File: src/rtl/usd_pkg.sv
// Shared types and constants for the UTF-8 stream decoder.
`default_nettype none

package usd_pkg;

	localparam int unsigned CP_W     = 21;
	localparam int unsigned CNT_W    = 3;
	localparam int unsigned DATA_W   = 7;
	localparam int unsigned FQ_DEPTH_DEF = 2;
	localparam int unsigned OQ_DEPTH = 4;
	localparam int unsigned OQ_PTR_W = $clog2(OQ_DEPTH);
	localparam int unsigned OQ_CNT_W = $clog2(OQ_DEPTH + 1);

	// Byte classes sorted out by the front end.
	typedef enum logic [3:0] {
		CLS_ASCII,
		CLS_LEAD2,
		CLS_LEAD3,
		CLS_LEAD4,
		CLS_CONT,
		CLS_OVERLONG2,
		CLS_LEAD5,
		CLS_LEAD6,
		CLS_INVALID
	} byte_cls_t;

	typedef struct packed {
		byte_cls_t          cls;
		logic [DATA_W-1:0]  data;
	} fe_entry_t;

	typedef struct packed {
		logic [CP_W-1:0]  code_point;
		logic             error;
		logic [CNT_W-1:0] byte_count;
		logic             last_of_run;
	} result_t;

	// Results handed from the decoder to the output queue in the same cycle.
	typedef struct packed {
		logic [1:0] num;
		result_t    r0;
		result_t    r1;
	} oq_push_t;

endpackage

`default_nettype wire

File: src/rtl/usd_front.sv
// Front end: classifies each incoming byte and queues it for the decoder.
`default_nettype none

module usd_front import usd_pkg::*; #(
	parameter int unsigned FQ_DEPTH = FQ_DEPTH_DEF
) (
	input  wire logic       clk,
	input  wire logic       arst_n,
	input  wire logic [7:0] in_byte,
	input  wire logic       push,
	output logic            full,
	output fe_entry_t       entry,
	output logic            entry_valid,
	input  wire logic       take
);

	localparam int unsigned PTR_W = (FQ_DEPTH > 1) ? $clog2(FQ_DEPTH) : 1;
	localparam int unsigned CNT_W_L = $clog2(FQ_DEPTH + 1);

	fe_entry_t           mem_q [FQ_DEPTH];
	logic [PTR_W-1:0]    wr_q;
	logic [PTR_W-1:0]    rd_q;
	logic [CNT_W_L-1:0]  cnt_q;
	fe_entry_t           cls_entry;
	logic                do_push;
	logic                do_pop;

	always_comb begin
		cls_entry.data = in_byte[DATA_W-1:0];
		priority if (in_byte < 8'h80) begin
			cls_entry.cls = CLS_ASCII;
		end else if (in_byte < 8'hC0) begin
			cls_entry.cls = CLS_CONT;
		end else if (in_byte < 8'hC2) begin
			cls_entry.cls = CLS_OVERLONG2;
		end else if (in_byte < 8'hE0) begin
			cls_entry.cls = CLS_LEAD2;
		end else if (in_byte < 8'hF0) begin
			cls_entry.cls = CLS_LEAD3;
		end else if (in_byte < 8'hF8) begin
			cls_entry.cls = CLS_LEAD4;
		end else if (in_byte < 8'hFC) begin
			cls_entry.cls = CLS_LEAD5;
		end else if (in_byte < 8'hFE) begin
			cls_entry.cls = CLS_LEAD6;
		end else begin
			cls_entry.cls = CLS_INVALID;
		end
	end

	assign full        = (cnt_q == CNT_W_L'(FQ_DEPTH));
	assign entry_valid = (cnt_q != '0);
	assign entry       = mem_q[rd_q];
	assign do_push     = push && !full;
	assign do_pop      = take && entry_valid;

	always_ff @(posedge clk or negedge arst_n) begin
		if (!arst_n) begin
			wr_q  <= '0;
			rd_q  <= '0;
			cnt_q <= '0;
		end else begin
			if (do_push) begin
				wr_q <= (wr_q == PTR_W'(FQ_DEPTH - 1)) ? '0 : wr_q + 1'b1;
			end
			if (do_pop) begin
				rd_q <= (rd_q == PTR_W'(FQ_DEPTH - 1)) ? '0 : rd_q + 1'b1;
			end
			if (do_push && !do_pop) begin
				cnt_q <= cnt_q + 1'b1;
			end else if (do_pop && !do_push) begin
				cnt_q <= cnt_q - 1'b1;
			end
		end
	end

	always_ff @(posedge clk) begin
		if (do_push) begin
			mem_q[wr_q] <= cls_entry;
		end
	end

endmodule

`default_nettype wire

File: src/rtl/usd_back.sv
// Back end: sequence state and result generation, up to two results per byte.
`default_nettype none

module usd_back import usd_pkg::*; (
	input  wire logic      clk,
	input  wire logic      arst_n,
	input  fe_entry_t      entry,
	input  wire logic      entry_valid,
	input  wire logic      room,
	output logic           take,
	output oq_push_t       oq_push
);

	logic [1:0]      pend_q;
	logic [CP_W-1:0] acc_q;
	logic [2:0]      seen_q;
	logic [2:0]      skip_q;

	logic [1:0]      pend_n;
	logic [CP_W-1:0] acc_n;
	logic [2:0]      seen_n;
	logic [2:0]      skip_n;

	// Outcome of treating the entry as the first byte of a character.
	logic            st_emit;
	result_t         st_res;
	logic [1:0]      st_pend;
	logic [CP_W-1:0] st_acc;
	logic [2:0]      st_seen;
	logic [2:0]      st_skip;

	logic [1:0]      cont_pend;
	logic [2:0]      cont_seen;
	logic [CP_W-1:0] cont_acc;
	result_t         err_res;

	assign take = entry_valid && room;

	always_comb begin
		st_emit = 1'b1;
		st_res  = '{code_point: '0, error: 1'b1, byte_count: 3'd1, last_of_run: 1'b1};
		st_pend = '0;
		st_acc  = '0;
		st_seen = '0;
		st_skip = '0;
		unique case (entry.cls)
			CLS_ASCII: begin
				st_res.code_point = CP_W'(entry.data);
				st_res.error      = 1'b0;
			end
			CLS_LEAD2: begin
				st_emit = 1'b0;
				st_pend = 2'd1;
				st_acc  = CP_W'({entry.data[4:0], 6'd0});
				st_seen = 3'd1;
			end
			CLS_LEAD3: begin
				st_emit = 1'b0;
				st_pend = 2'd2;
				st_acc  = CP_W'({entry.data[3:0], 12'd0});
				st_seen = 3'd1;
			end
			CLS_LEAD4: begin
				st_emit = 1'b0;
				st_pend = 2'd3;
				st_acc  = {entry.data[2:0], 18'd0};
				st_seen = 3'd1;
			end
			CLS_OVERLONG2: begin
				st_skip = 3'd1;
				st_res.byte_count = 3'd2;
			end
			CLS_LEAD5: begin
				st_skip = 3'd4;
				st_res.byte_count = 3'd5;
			end
			CLS_LEAD6: begin
				st_skip = 3'd5;
				st_res.byte_count = 3'd6;
			end
			CLS_CONT, CLS_INVALID: begin
			end
			default: begin
			end
		endcase
	end

	always_comb begin
		cont_pend = pend_q - 2'd1;
		cont_seen = seen_q + 3'd1;
		unique case (cont_pend)
			2'd2:    cont_acc = acc_q | CP_W'({entry.data[5:0], 12'd0});
			2'd1:    cont_acc = acc_q | CP_W'({entry.data[5:0], 6'd0});
			default: cont_acc = acc_q | CP_W'(entry.data[5:0]);
		endcase
		err_res = '{code_point: '0, error: 1'b1, byte_count: seen_q, last_of_run: 1'b1};
	end

	always_comb begin
		pend_n      = pend_q;
		acc_n       = acc_q;
		seen_n      = seen_q;
		skip_n      = skip_q;
		oq_push.num = 2'd0;
		oq_push.r0  = st_res;
		oq_push.r1  = st_res;
		if (take) begin
			priority if (skip_q != '0) begin
				skip_n = skip_q - 3'd1;
			end else if (pend_q != '0 && entry.cls == CLS_CONT) begin
				pend_n = cont_pend;
				if (cont_pend == '0) begin
					oq_push.num = 2'd1;
					oq_push.r0  = '{code_point: cont_acc, error: 1'b0,
						byte_count: cont_seen, last_of_run: 1'b1};
					acc_n  = '0;
					seen_n = '0;
				end else begin
					acc_n  = cont_acc;
					seen_n = cont_seen;
				end
			end else if (pend_q != '0) begin
				// Broken sequence: report it, then restart on this same byte.
				pend_n     = st_pend;
				acc_n      = st_acc;
				seen_n     = st_seen;
				skip_n     = st_skip;
				oq_push.r0 = err_res;
				if (st_emit) begin
					oq_push.num = 2'd2;
					oq_push.r0.last_of_run = 1'b0;
				end else begin
					oq_push.num = 2'd1;
				end
			end else begin
				pend_n      = st_pend;
				acc_n       = st_acc;
				seen_n      = st_seen;
				skip_n      = st_skip;
				oq_push.num = st_emit ? 2'd1 : 2'd0;
			end
		end
	end

	always_ff @(posedge clk or negedge arst_n) begin
		if (!arst_n) begin
			pend_q <= '0;
			acc_q  <= '0;
			seen_q <= '0;
			skip_q <= '0;
		end else begin
			pend_q <= pend_n;
			acc_q  <= acc_n;
			seen_q <= seen_n;
			skip_q <= skip_n;
		end
	end

endmodule

`default_nettype wire

File: src/rtl/usd_outq.sv
// Result queue: takes up to two results per cycle, hands out one per beat.
`default_nettype none

module usd_outq import usd_pkg::*; (
	input  wire logic           clk,
	input  wire logic           arst_n,
	input  oq_push_t            oq_push,
	output logic                room,
	output logic                empty,
	input  wire logic           pop,
	output result_t             head
);

	result_t              mem_q [OQ_DEPTH];
	logic [OQ_PTR_W-1:0]  wr_q;
	logic [OQ_PTR_W-1:0]  rd_q;
	logic [OQ_CNT_W-1:0]  cnt_q;
	logic                 do_pop;

	// Room for two results, so the decoder never has to split a byte's output.
	assign room   = (cnt_q <= OQ_CNT_W'(OQ_DEPTH - 2));
	assign empty  = (cnt_q == '0);
	assign head   = mem_q[rd_q];
	assign do_pop = pop && !empty;

	always_ff @(posedge clk or negedge arst_n) begin
		if (!arst_n) begin
			wr_q  <= '0;
			rd_q  <= '0;
			cnt_q <= '0;
		end else begin
			wr_q  <= wr_q + OQ_PTR_W'(oq_push.num);
			if (do_pop) begin
				rd_q <= rd_q + 1'b1;
			end
			cnt_q <= cnt_q + OQ_CNT_W'(oq_push.num) - OQ_CNT_W'(do_pop);
		end
	end

	always_ff @(posedge clk) begin
		if (oq_push.num != 2'd0) begin
			mem_q[wr_q] <= oq_push.r0;
		end
		if (oq_push.num == 2'd2) begin
			mem_q[wr_q + 1'b1] <= oq_push.r1;
		end
	end

endmodule

`default_nettype wire

File: src/rtl/utf8_stream_decoder_core.sv
// Top level of the UTF-8 stream decoder: front queue, decoder and result queue.
// Throughput: one byte per cycle while the result queue has room; a byte may yield
// two results, drained one per beat, and written to the result queue as it is taken.
// The front queue holds FQ_DEPTH bytes; the result queue holds four results.
// Reset (arst_n low, asynchronous) empties both queues and returns the decoder to idle.
`default_nettype none

module utf8_stream_decoder_core import usd_pkg::*; #(
	parameter int unsigned FQ_DEPTH = FQ_DEPTH_DEF
) (
	input  wire logic              clk,
	input  wire logic              arst_n,
	input  wire logic [7:0]        in_byte,
	input  wire logic              push,
	output logic                   full,
	output logic [CP_W-1:0]        code_point,
	output logic                   error,
	output logic [CNT_W-1:0]       byte_count,
	output logic                   last_of_run,
	output logic                   empty,
	input  wire logic              pop
);

	fe_entry_t entry;
	logic      entry_valid;
	logic      take;
	logic      room;
	oq_push_t  oq_push;
	result_t   head;

	usd_front #(
		.FQ_DEPTH(FQ_DEPTH)
	) u_front (
		.clk         (clk),
		.arst_n      (arst_n),
		.in_byte     (in_byte),
		.push        (push),
		.full        (full),
		.entry       (entry),
		.entry_valid (entry_valid),
		.take        (take)
	);

	usd_back u_back (
		.clk         (clk),
		.arst_n      (arst_n),
		.entry       (entry),
		.entry_valid (entry_valid),
		.room        (room),
		.take        (take),
		.oq_push     (oq_push)
	);

	usd_outq u_outq (
		.clk     (clk),
		.arst_n  (arst_n),
		.oq_push (oq_push),
		.room    (room),
		.empty   (empty),
		.pop     (pop),
		.head    (head)
	);

	assign code_point  = head.code_point;
	assign error       = head.error;
	assign byte_count  = head.byte_count;
	assign last_of_run = head.last_of_run;

endmodule

`default_nettype wire
File: config.mk
export PLATFORM = sky130hd
export DESIGN_NAME = utf8_stream_decoder_core
export DESIGN_NICKNAME = d
export VERILOG_FILES = /design/src/rtl/usd_pkg.sv /design/src/rtl/usd_front.sv /design/src/rtl/usd_back.sv /design/src/rtl/usd_outq.sv /design/src/rtl/utf8_stream_decoder_core.sv
export SDC_FILE = /design/constraint.sdc
export NUM_CORES = 1
export LEC_CHECK = 0
export BUFFER_PORTS_ARGS = -buffer_cell sky130_fd_sc_hd__buf_2
export CORE_MARGIN = 3
export CORE_UTILIZATION = 55
export DETAILED_ROUTE_END_ITERATION = 16
export PLACE_DENSITY_LB_ADDON = 0.25
export SYNTH_ARGS = -nofsm -noshare
export SYNTH_HDL_FRONTEND = slang
export SYNTH_SLANG_ARGS = --single-unit
File: constraint.sdc
create_clock -name clk -period 6.2 [get_ports clk]
set_clock_uncertainty 0.15 [all_clocks]
set_input_delay 1.86 -clock clk [delete_from_list [all_inputs] [get_ports clk]]
set_output_delay 1.86 -clock clk [all_outputs]
set_load 0.01 [all_outputs]
Yosys cells after proc, flatten, opt, wreduce, memory -nomap -nowiden
Memories as Yosys holds them, arrays and structs flattened.
Index checks and enable logic that the tools add are counted.

word-level totals
  register bits = 40
  latch bits = 0
  RAM bits = 126
  memory bits (read-only) = 0
  input bits = 12
  word-level logic and storage cells = 112
  memories = 2

cells by class
  $add $sub $neg = 12
  $mul = 0
  divide/modulo/power cells = 0
  magnitude comparators = 9
  equality and inequality tests = 12
  shift-type cells = 0
  multiplexer cells = 41
  bitwise operators = 4
  reduce and logical (&&, ||, !) cells = 22

memories
  name           words  width  rd ports  clocked after Yosys merged registers in  wr ports  line             source
  u_outq.mem_q   4      26     1         0                                        2         usd_outq.sv:14   result_t mem_q [OQ_DEPTH];
  u_front.mem_q  2      11     1         0                                        1         usd_front.sv:20  fe_entry_t mem_q [FQ_DEPTH];

operator list
  operator                                            count
  2-to-1 mux 28 bit                                   3
  less-than comparator 8 bit (second input constant)  8
  one-hot mux 21 bit (3 select lines)                 1
  2-to-1 mux 21 bit                                   2
  one-hot mux 21 bit (2 select lines)                 1
  2-to-1 mux 4 bit                                    8
  2-to-1 mux 27 bit                                   1
  OR 21 x 12 -> 21 bit                                1
  OR 21 x 18 -> 21 bit                                1
  OR 21 x 6 -> 21 bit                                 1
  one-hot mux 3 bit (3 select lines)                  2
  == test 4 x 3 -> 1 bit (second input constant)      4
  2-to-1 mux 12 bit                                   1
  2-to-1 mux 3 bit                                    4
  2-to-1 mux 1 bit                                    11
  2-to-1 mux 2 bit                                    5
  == test 4 x 2 -> 1 bit (second input constant)      2
  2-to-1 mux 8 bit                                    1
  nonzero test 2 bit                                  4
  logical AND 1 bit                                   7
  adder 2 x 1 -> 2 bit (second input constant)        3
  == test 2 bit (second input constant)               3
  one-hot mux 2 bit (3 select lines)                  1
  == test 4 x 1 -> 1 bit (second input constant)      1
  other kinds (18)                                    24

Logic depth before layout (Yosys ltp)
An unclocked memory read counts as a cell.

  depth in word-level cells = 11
  gate-level depth with buffers = 13

By module
Synthesis repeated with hierarchy kept, for this count alone.

unflattened totals
  cell total of the unflattened synthesis = 610
  area total of the unflattened synthesis = 8698.3 um^2

modules (own cells, without submodules)
  module     instances  cells an instance  area an instance (um^2)  seq. area each (um^2)
  usd_outq   1          293                5544.1                   3298.2
  usd_back   1          248                2077.0                   725.7
  usd_front  1          69                 1077.3                   760.7

Worst setup path after synthesis
No wires, ideal clock.

  path kind = register to output
  from = register u_outq.rd_q[0]
  to = output port code_point[12]
  arrival = 1.454 ns
  data required time = 4.190 ns
  setup slack = 2.736 ns
  cell stages (with the launch flop) = 4
  buffers on the path = 2
  path through = dfrtp_1 buf_2 buf_2 mux4_2

on the way
  longest elaborated chain between the ends = 1

RTL lines
  element                   line                            source
  start: declaration        usd_outq.sv:16                  logic [OQ_PTR_W-1:0] rd_q;
  start signal: assignment  usd_outq.sv:34                  rd_q <= rd_q + 1'b1;
  memory (4 x 26 bit)       --
  end: declaration          utf8_stream_decoder_core.sv:16  output logic [CP_W-1:0] code_point,

Every way passes these cells.

Worst setup path in the final report
  from = register u_outq.rd_q[1]
  to = output port code_point[10]

Same word-level chain as after synthesis.

==> impl.org <==
** Status
- The run finished with clean final reports.

** Power
- Clock group share of total power :: 26.0%
- The internal power of the cells totals about 0.0025 W.
- The analysis attributes to cell leakage a power of 3.31 nW.
- Sequential power share :: 39.2%
- For this design the ratio of total power to cell area is 452 mW/mm^2.
- Net Sw Frac :: 39.0%
- Maximum ir drop on the vdd rail :: roughly 0.00027 V
- Share of total power in combinational logic :: about a third
- Summed over all nets, the switching power comes to roughly 0.0016 W.
- Tot Pwr :: between 0.004 and 0.005 W

** Worst setup path
- The largest single stage delay on the critical path is around 1.2 ns.
- The startpoint identified for the worst register-to-register timing path is u_back.pend_q[1].
- Endpoint kind of the worst setup timing path :: primary output
- Of all nets on the critical path, the largest fanout is 27.
- Data arrival time of the critical path :: ~2.2 ns
- Flop-to-flop setup slack :: around 2.4 ns
- Reg-to-Reg End :: u_outq.mem_q[2][10]
- Tracing the worst setup path back leads to its startpoint at u_outq.rd_q[1].
- Required time reported for the critical path endpoint :: approximately 4.2 ns
- STA classifies the critical path startpoint as a register.
- Sequence of cells on the critical path :: mux4_2 -> buf_2
- FF-to-FF path depth :: 8
- End point of the critical path :: code_point[10]
- Worst-path cell with the longest stage delay :: sky130_fd_sc_hd__dfrtp_1
- Kind of critical path :: reg -> out

** CTS
- TritonCTS built the clock tree.
- Clock transition time at the flip-flop clock pins of the worst setup and hold paths :: 0.06 ns
- In this run the post-CTS setup repair buffer count came out at 0.
- The later pin in the worst-skew pair is clocked with a latency of about 0.44 ns.
- After clock tree synthesis, the repair step resized 0 gates.
- Hold repair after CTS inserted 0 buffers.
- Number of buffers inserted during clock tree synthesis :: 17
- Clock sinks :: around 170
- No sink is reached through more buffers than the 2 on the longest clock path.
- Clock root buffer :: sky130_fd_sc_hd__clkbuf_16
- Total number of H-tree levels :: 4

** Yosys
- Cell Area, Synth :: 0.00814 sq mm
- Counting distinct cell types in the post-synthesis netlist gives 68.
- The number of nets handed over by synthesis was approximately 800.
- Number of warning messages in the yosys log :: 0
- After synthesis, the mean cell area works out to 10.6 sq um.
- Synthesis inferred roughly 170 register bits.
- Sequential elements use between 50% and 60% of the synthesized area.
- Of all flip-flops after synthesis, the portion carrying an async set or reset was ~24%.
- Most instantiated flip-flop cell in the synthesis netlist :: sky130_fd_sc_hd__edfxtp_1
- The cell count after synthesis came out at ~770.
- Number of flops mapped to enable cells by yosys :: 66

** Floorplan
- Horiz. Die Dim :: between 100 and 150 microns
- Initial standard-cell utilization of the core :: about 58%
- Area of the die :: approximately 0.016 sq mm
- Height of the chip :: approximately 130 microns
- For this design the top-level I/O count stands at 40.
- Total core area :: around 0.014 sq mm
- In this run the core area contains 43 standard-cell rows.

** Global routing
- Global routing used between 20% and 30% of the available tracks.
- Maximum number of pins on one net before global-route repair :: 65
- The number of global-route vias before repair came to 6285.
- The first global-routing pass estimated 34300 microns of wire.
- The total overflow left after global routing is 0.
- The number of antenna violations at the first check in global routing came to 1.

** Layout
- Most common cell after layout, fill and taps aside :: sky130_fd_sc_hd__a21oi_1
- Summing all flip-flop and latch instances after layout gives 0.00419 sq mm.
- The final layout contains 803 nets.
- Compared with the post-synthesis result, the final layout area differs by 10.2%.
- The repair_antennas step left the layout with diodes totalling 0.
- Commonest cells after routing, fill and taps aside :: sky130_fd_sc_hd__a21oi_1, sky130_fd_sc_hd__o21ai_0, sky130_fd_sc_hd__edfxtp_1
- Filler Cell Count :: between 1k and 1.5k
- Multi-input gate area in the final layout :: roughly 0.0036 sq mm
- Share of final-layout standard cells stronger than drive strength 1 :: between 10% and 20%

** Timing
- Final clock period utilization by the worst path :: approximately two thirds
- Setup slack on the critical path of the routed design comes to a little under 2 ns.
- Min Tclk post-route :: 4.25 ns
- At the pin with the least slew margin, the transition time is 1.26 ns.
- Timing would allow up to around 240 MHz.
- The count of final hold-check violations came to 0.
- Fin Setup TNS :: 0 ns
- Rel. slew slack :: around 16%
- Unrepaired setup endpoints after global routing :: false
- Final number of max-transition violations :: 0
- Setup violations remaining at the end of the flow were counted as 0.

** Place
- IO Port Bufs :: 39
- DPL Wire Length :: about 14000 microns
- Weighted congestion at the end of routability-driven global placement :: 0.898
- Before CTS, the worst setup slack after placement is 2.38 ns.

** Job
- Max Cap Viol :: 0

** Drt
- 1st-pass router iterations :: 5
- Remaining antenna violation count :: 0
- Total Routed Length :: ~21000 microns
- In the final routed layout, each cell accounts on average for ~22 microns.
- Using the TritonRoute via totals, the vias-per-cell ratio works out to a little under 7.
- Total via count in the routed design :: between 6k and 7k
- DRC marker count from the first detailed-route iteration :: 860
- Residual DRC count :: 0

** Min path
- In this run the worst hold path is classified as reg -> reg.
==> logic make-up (layout without fill, tap and decap cells) <==
kind of cell	after synthesis	count (layout)	synth area share, %
AOI/OAI and AO/OA	252	252	18.6
and+or+nand+nor	203	203	12.8
DFF	166	166	51.4
buffers and inverters	80	106	4.49
muxes	42	42	9.50
adders and majority gates	12	12	1.94
xor gates and xnor gates	11	11	1.18
==> power groups by stage <==
stage               sequential [W]  clock (W)  combinational [W]
finish                     0.00159    0.00105            0.00141
global route               0.00162    0.00111            0.00153
CTS                        0.00159    0.00106            0.00139
detailed placement         0.00161          0            0.00138
global placement           0.00158          0            0.00134
floorplan                  0.00145          0            0.00114
==> critical path: cells and delay by family, from the launching register on <==
kind | cells | cell delay (ns)
mux | 1 | 0.44
flops | 1 | 1.17
buf+inv | 1 | 0.16
==> worst min path at each step <==
stage | start | endpoint | slack (ns) | cells after the start
final | u_outq.mem_q[3][0] | u_outq.mem_q[3][0] | 0.30 | 2
after CTS | u_outq.mem_q[3][0] | u_outq.mem_q[3][0] | 0.30 | 2
after global routing | u_outq.mem_q[3][0] | u_outq.mem_q[3][0] | 0.33 | 2
after global placement | u_outq.mem_q[0][0] | u_outq.mem_q[0][0] | 0.29 | 2
after detailed placement | u_outq.mem_q[3][0] | u_outq.mem_q[3][0] | 0.29 | 2
after floorplan | u_outq.mem_q[1][0] | u_outq.mem_q[1][0] | 0.27 | 2
==> cell usage after synthesis, drive strengths merged, types with 3 or more instances <==
library cell / number / area share, %
nor2: 34 / 1.6
o22ai: 22 / 1.7
and2: 5 / 0.42
mux4: 26 / 7.2
inv: 25 / 1.2
nand2b: 3 / 0.23
nor4: 5 / 0.38
dfxtp: 60 / 15
xnor2: 7 / 0.75
o2bb2ai: 7 / 0.75
a31oi: 12 / 0.92
dfrtp: 40 / 12
or2: 4 / 0.31
o21ai: 81 / 5.0
nor3b: 4 / 0.43
o2111ai: 3 / 0.32
nand2: 42 / 1.9
nand4: 15 / 1.2
nor3: 23 / 1.6
ha: 11 / 1.7
clkbuf: 29 / 1.5
nand3: 54 / 3.4
xor2: 4 / 0.43
buf: 26 / 1.9
a21oi: 86 / 5.3
a22oi: 5 / 0.86
a211oi: 3 / 0.28
a2bb2oi: 3 / 0.32
mux2: 9 / 1.3
mux2i: 7 / 1.0
a22o: 13 / 1.4
nor2b: 6 / 0.46
edfxtp: 66 / 24
a21o: 3 / 0.28
==> layer usage <==
metal  vias up  routed length, microns  global-route usage, %
met5         -                      13                      0
met4         2                     501                   10.2
met3        51                    1820                   6.19
met2       346                    9980                   41.9
met1      3223                    8990                   37.9
li1       2923                       -                      -
==> registers in the layout, indices dropped and copies added (netlist names) <==
register,count
u_outq.mem_q,104
u_back.acc_q,21
u_outq.wr_q,2
u_front.wr_q,1
u_outq.cnt_q,3
u_front.mem_q,22
u_back.pend_q,2
u_outq.rd_q,2
u_front.cnt_q,2
u_back.skip_q,3
u_front.rd_q,1
u_back.seen_q,3
==> through the flow <==
| stage | cells | cell area [sq um] | hold WS (ns) | utilization (%) |
|---|---|---|---|---|
| after floorplan | 766 | 8140 | 0.270 | - |
| after global placement | 940 | 8370 | 0.289 | 59.1 |
| after detailed placement | 940 | 8370 | 0.290 | 59.1 |
| after CTS | 972 | 8960 | 0.298 | 63.4 |
| after global routing | 972 | 8960 | 0.326 | 63.4 |
| final | 972 | 8960 | 0.296 | 63.4 |
==> final cells by class <==
class / instances / area share [%]
sequential: 166 / 46.7
multi-input combinational: 520 / 40.1
clock buffer: 24 / 6.09
timing repair buffer: 49 / 3.01
tap: 180 / 2.51
inverter: 25 / 1.05
clock inverter: 8 / 0.600
(Power assumes the default switching activity.)
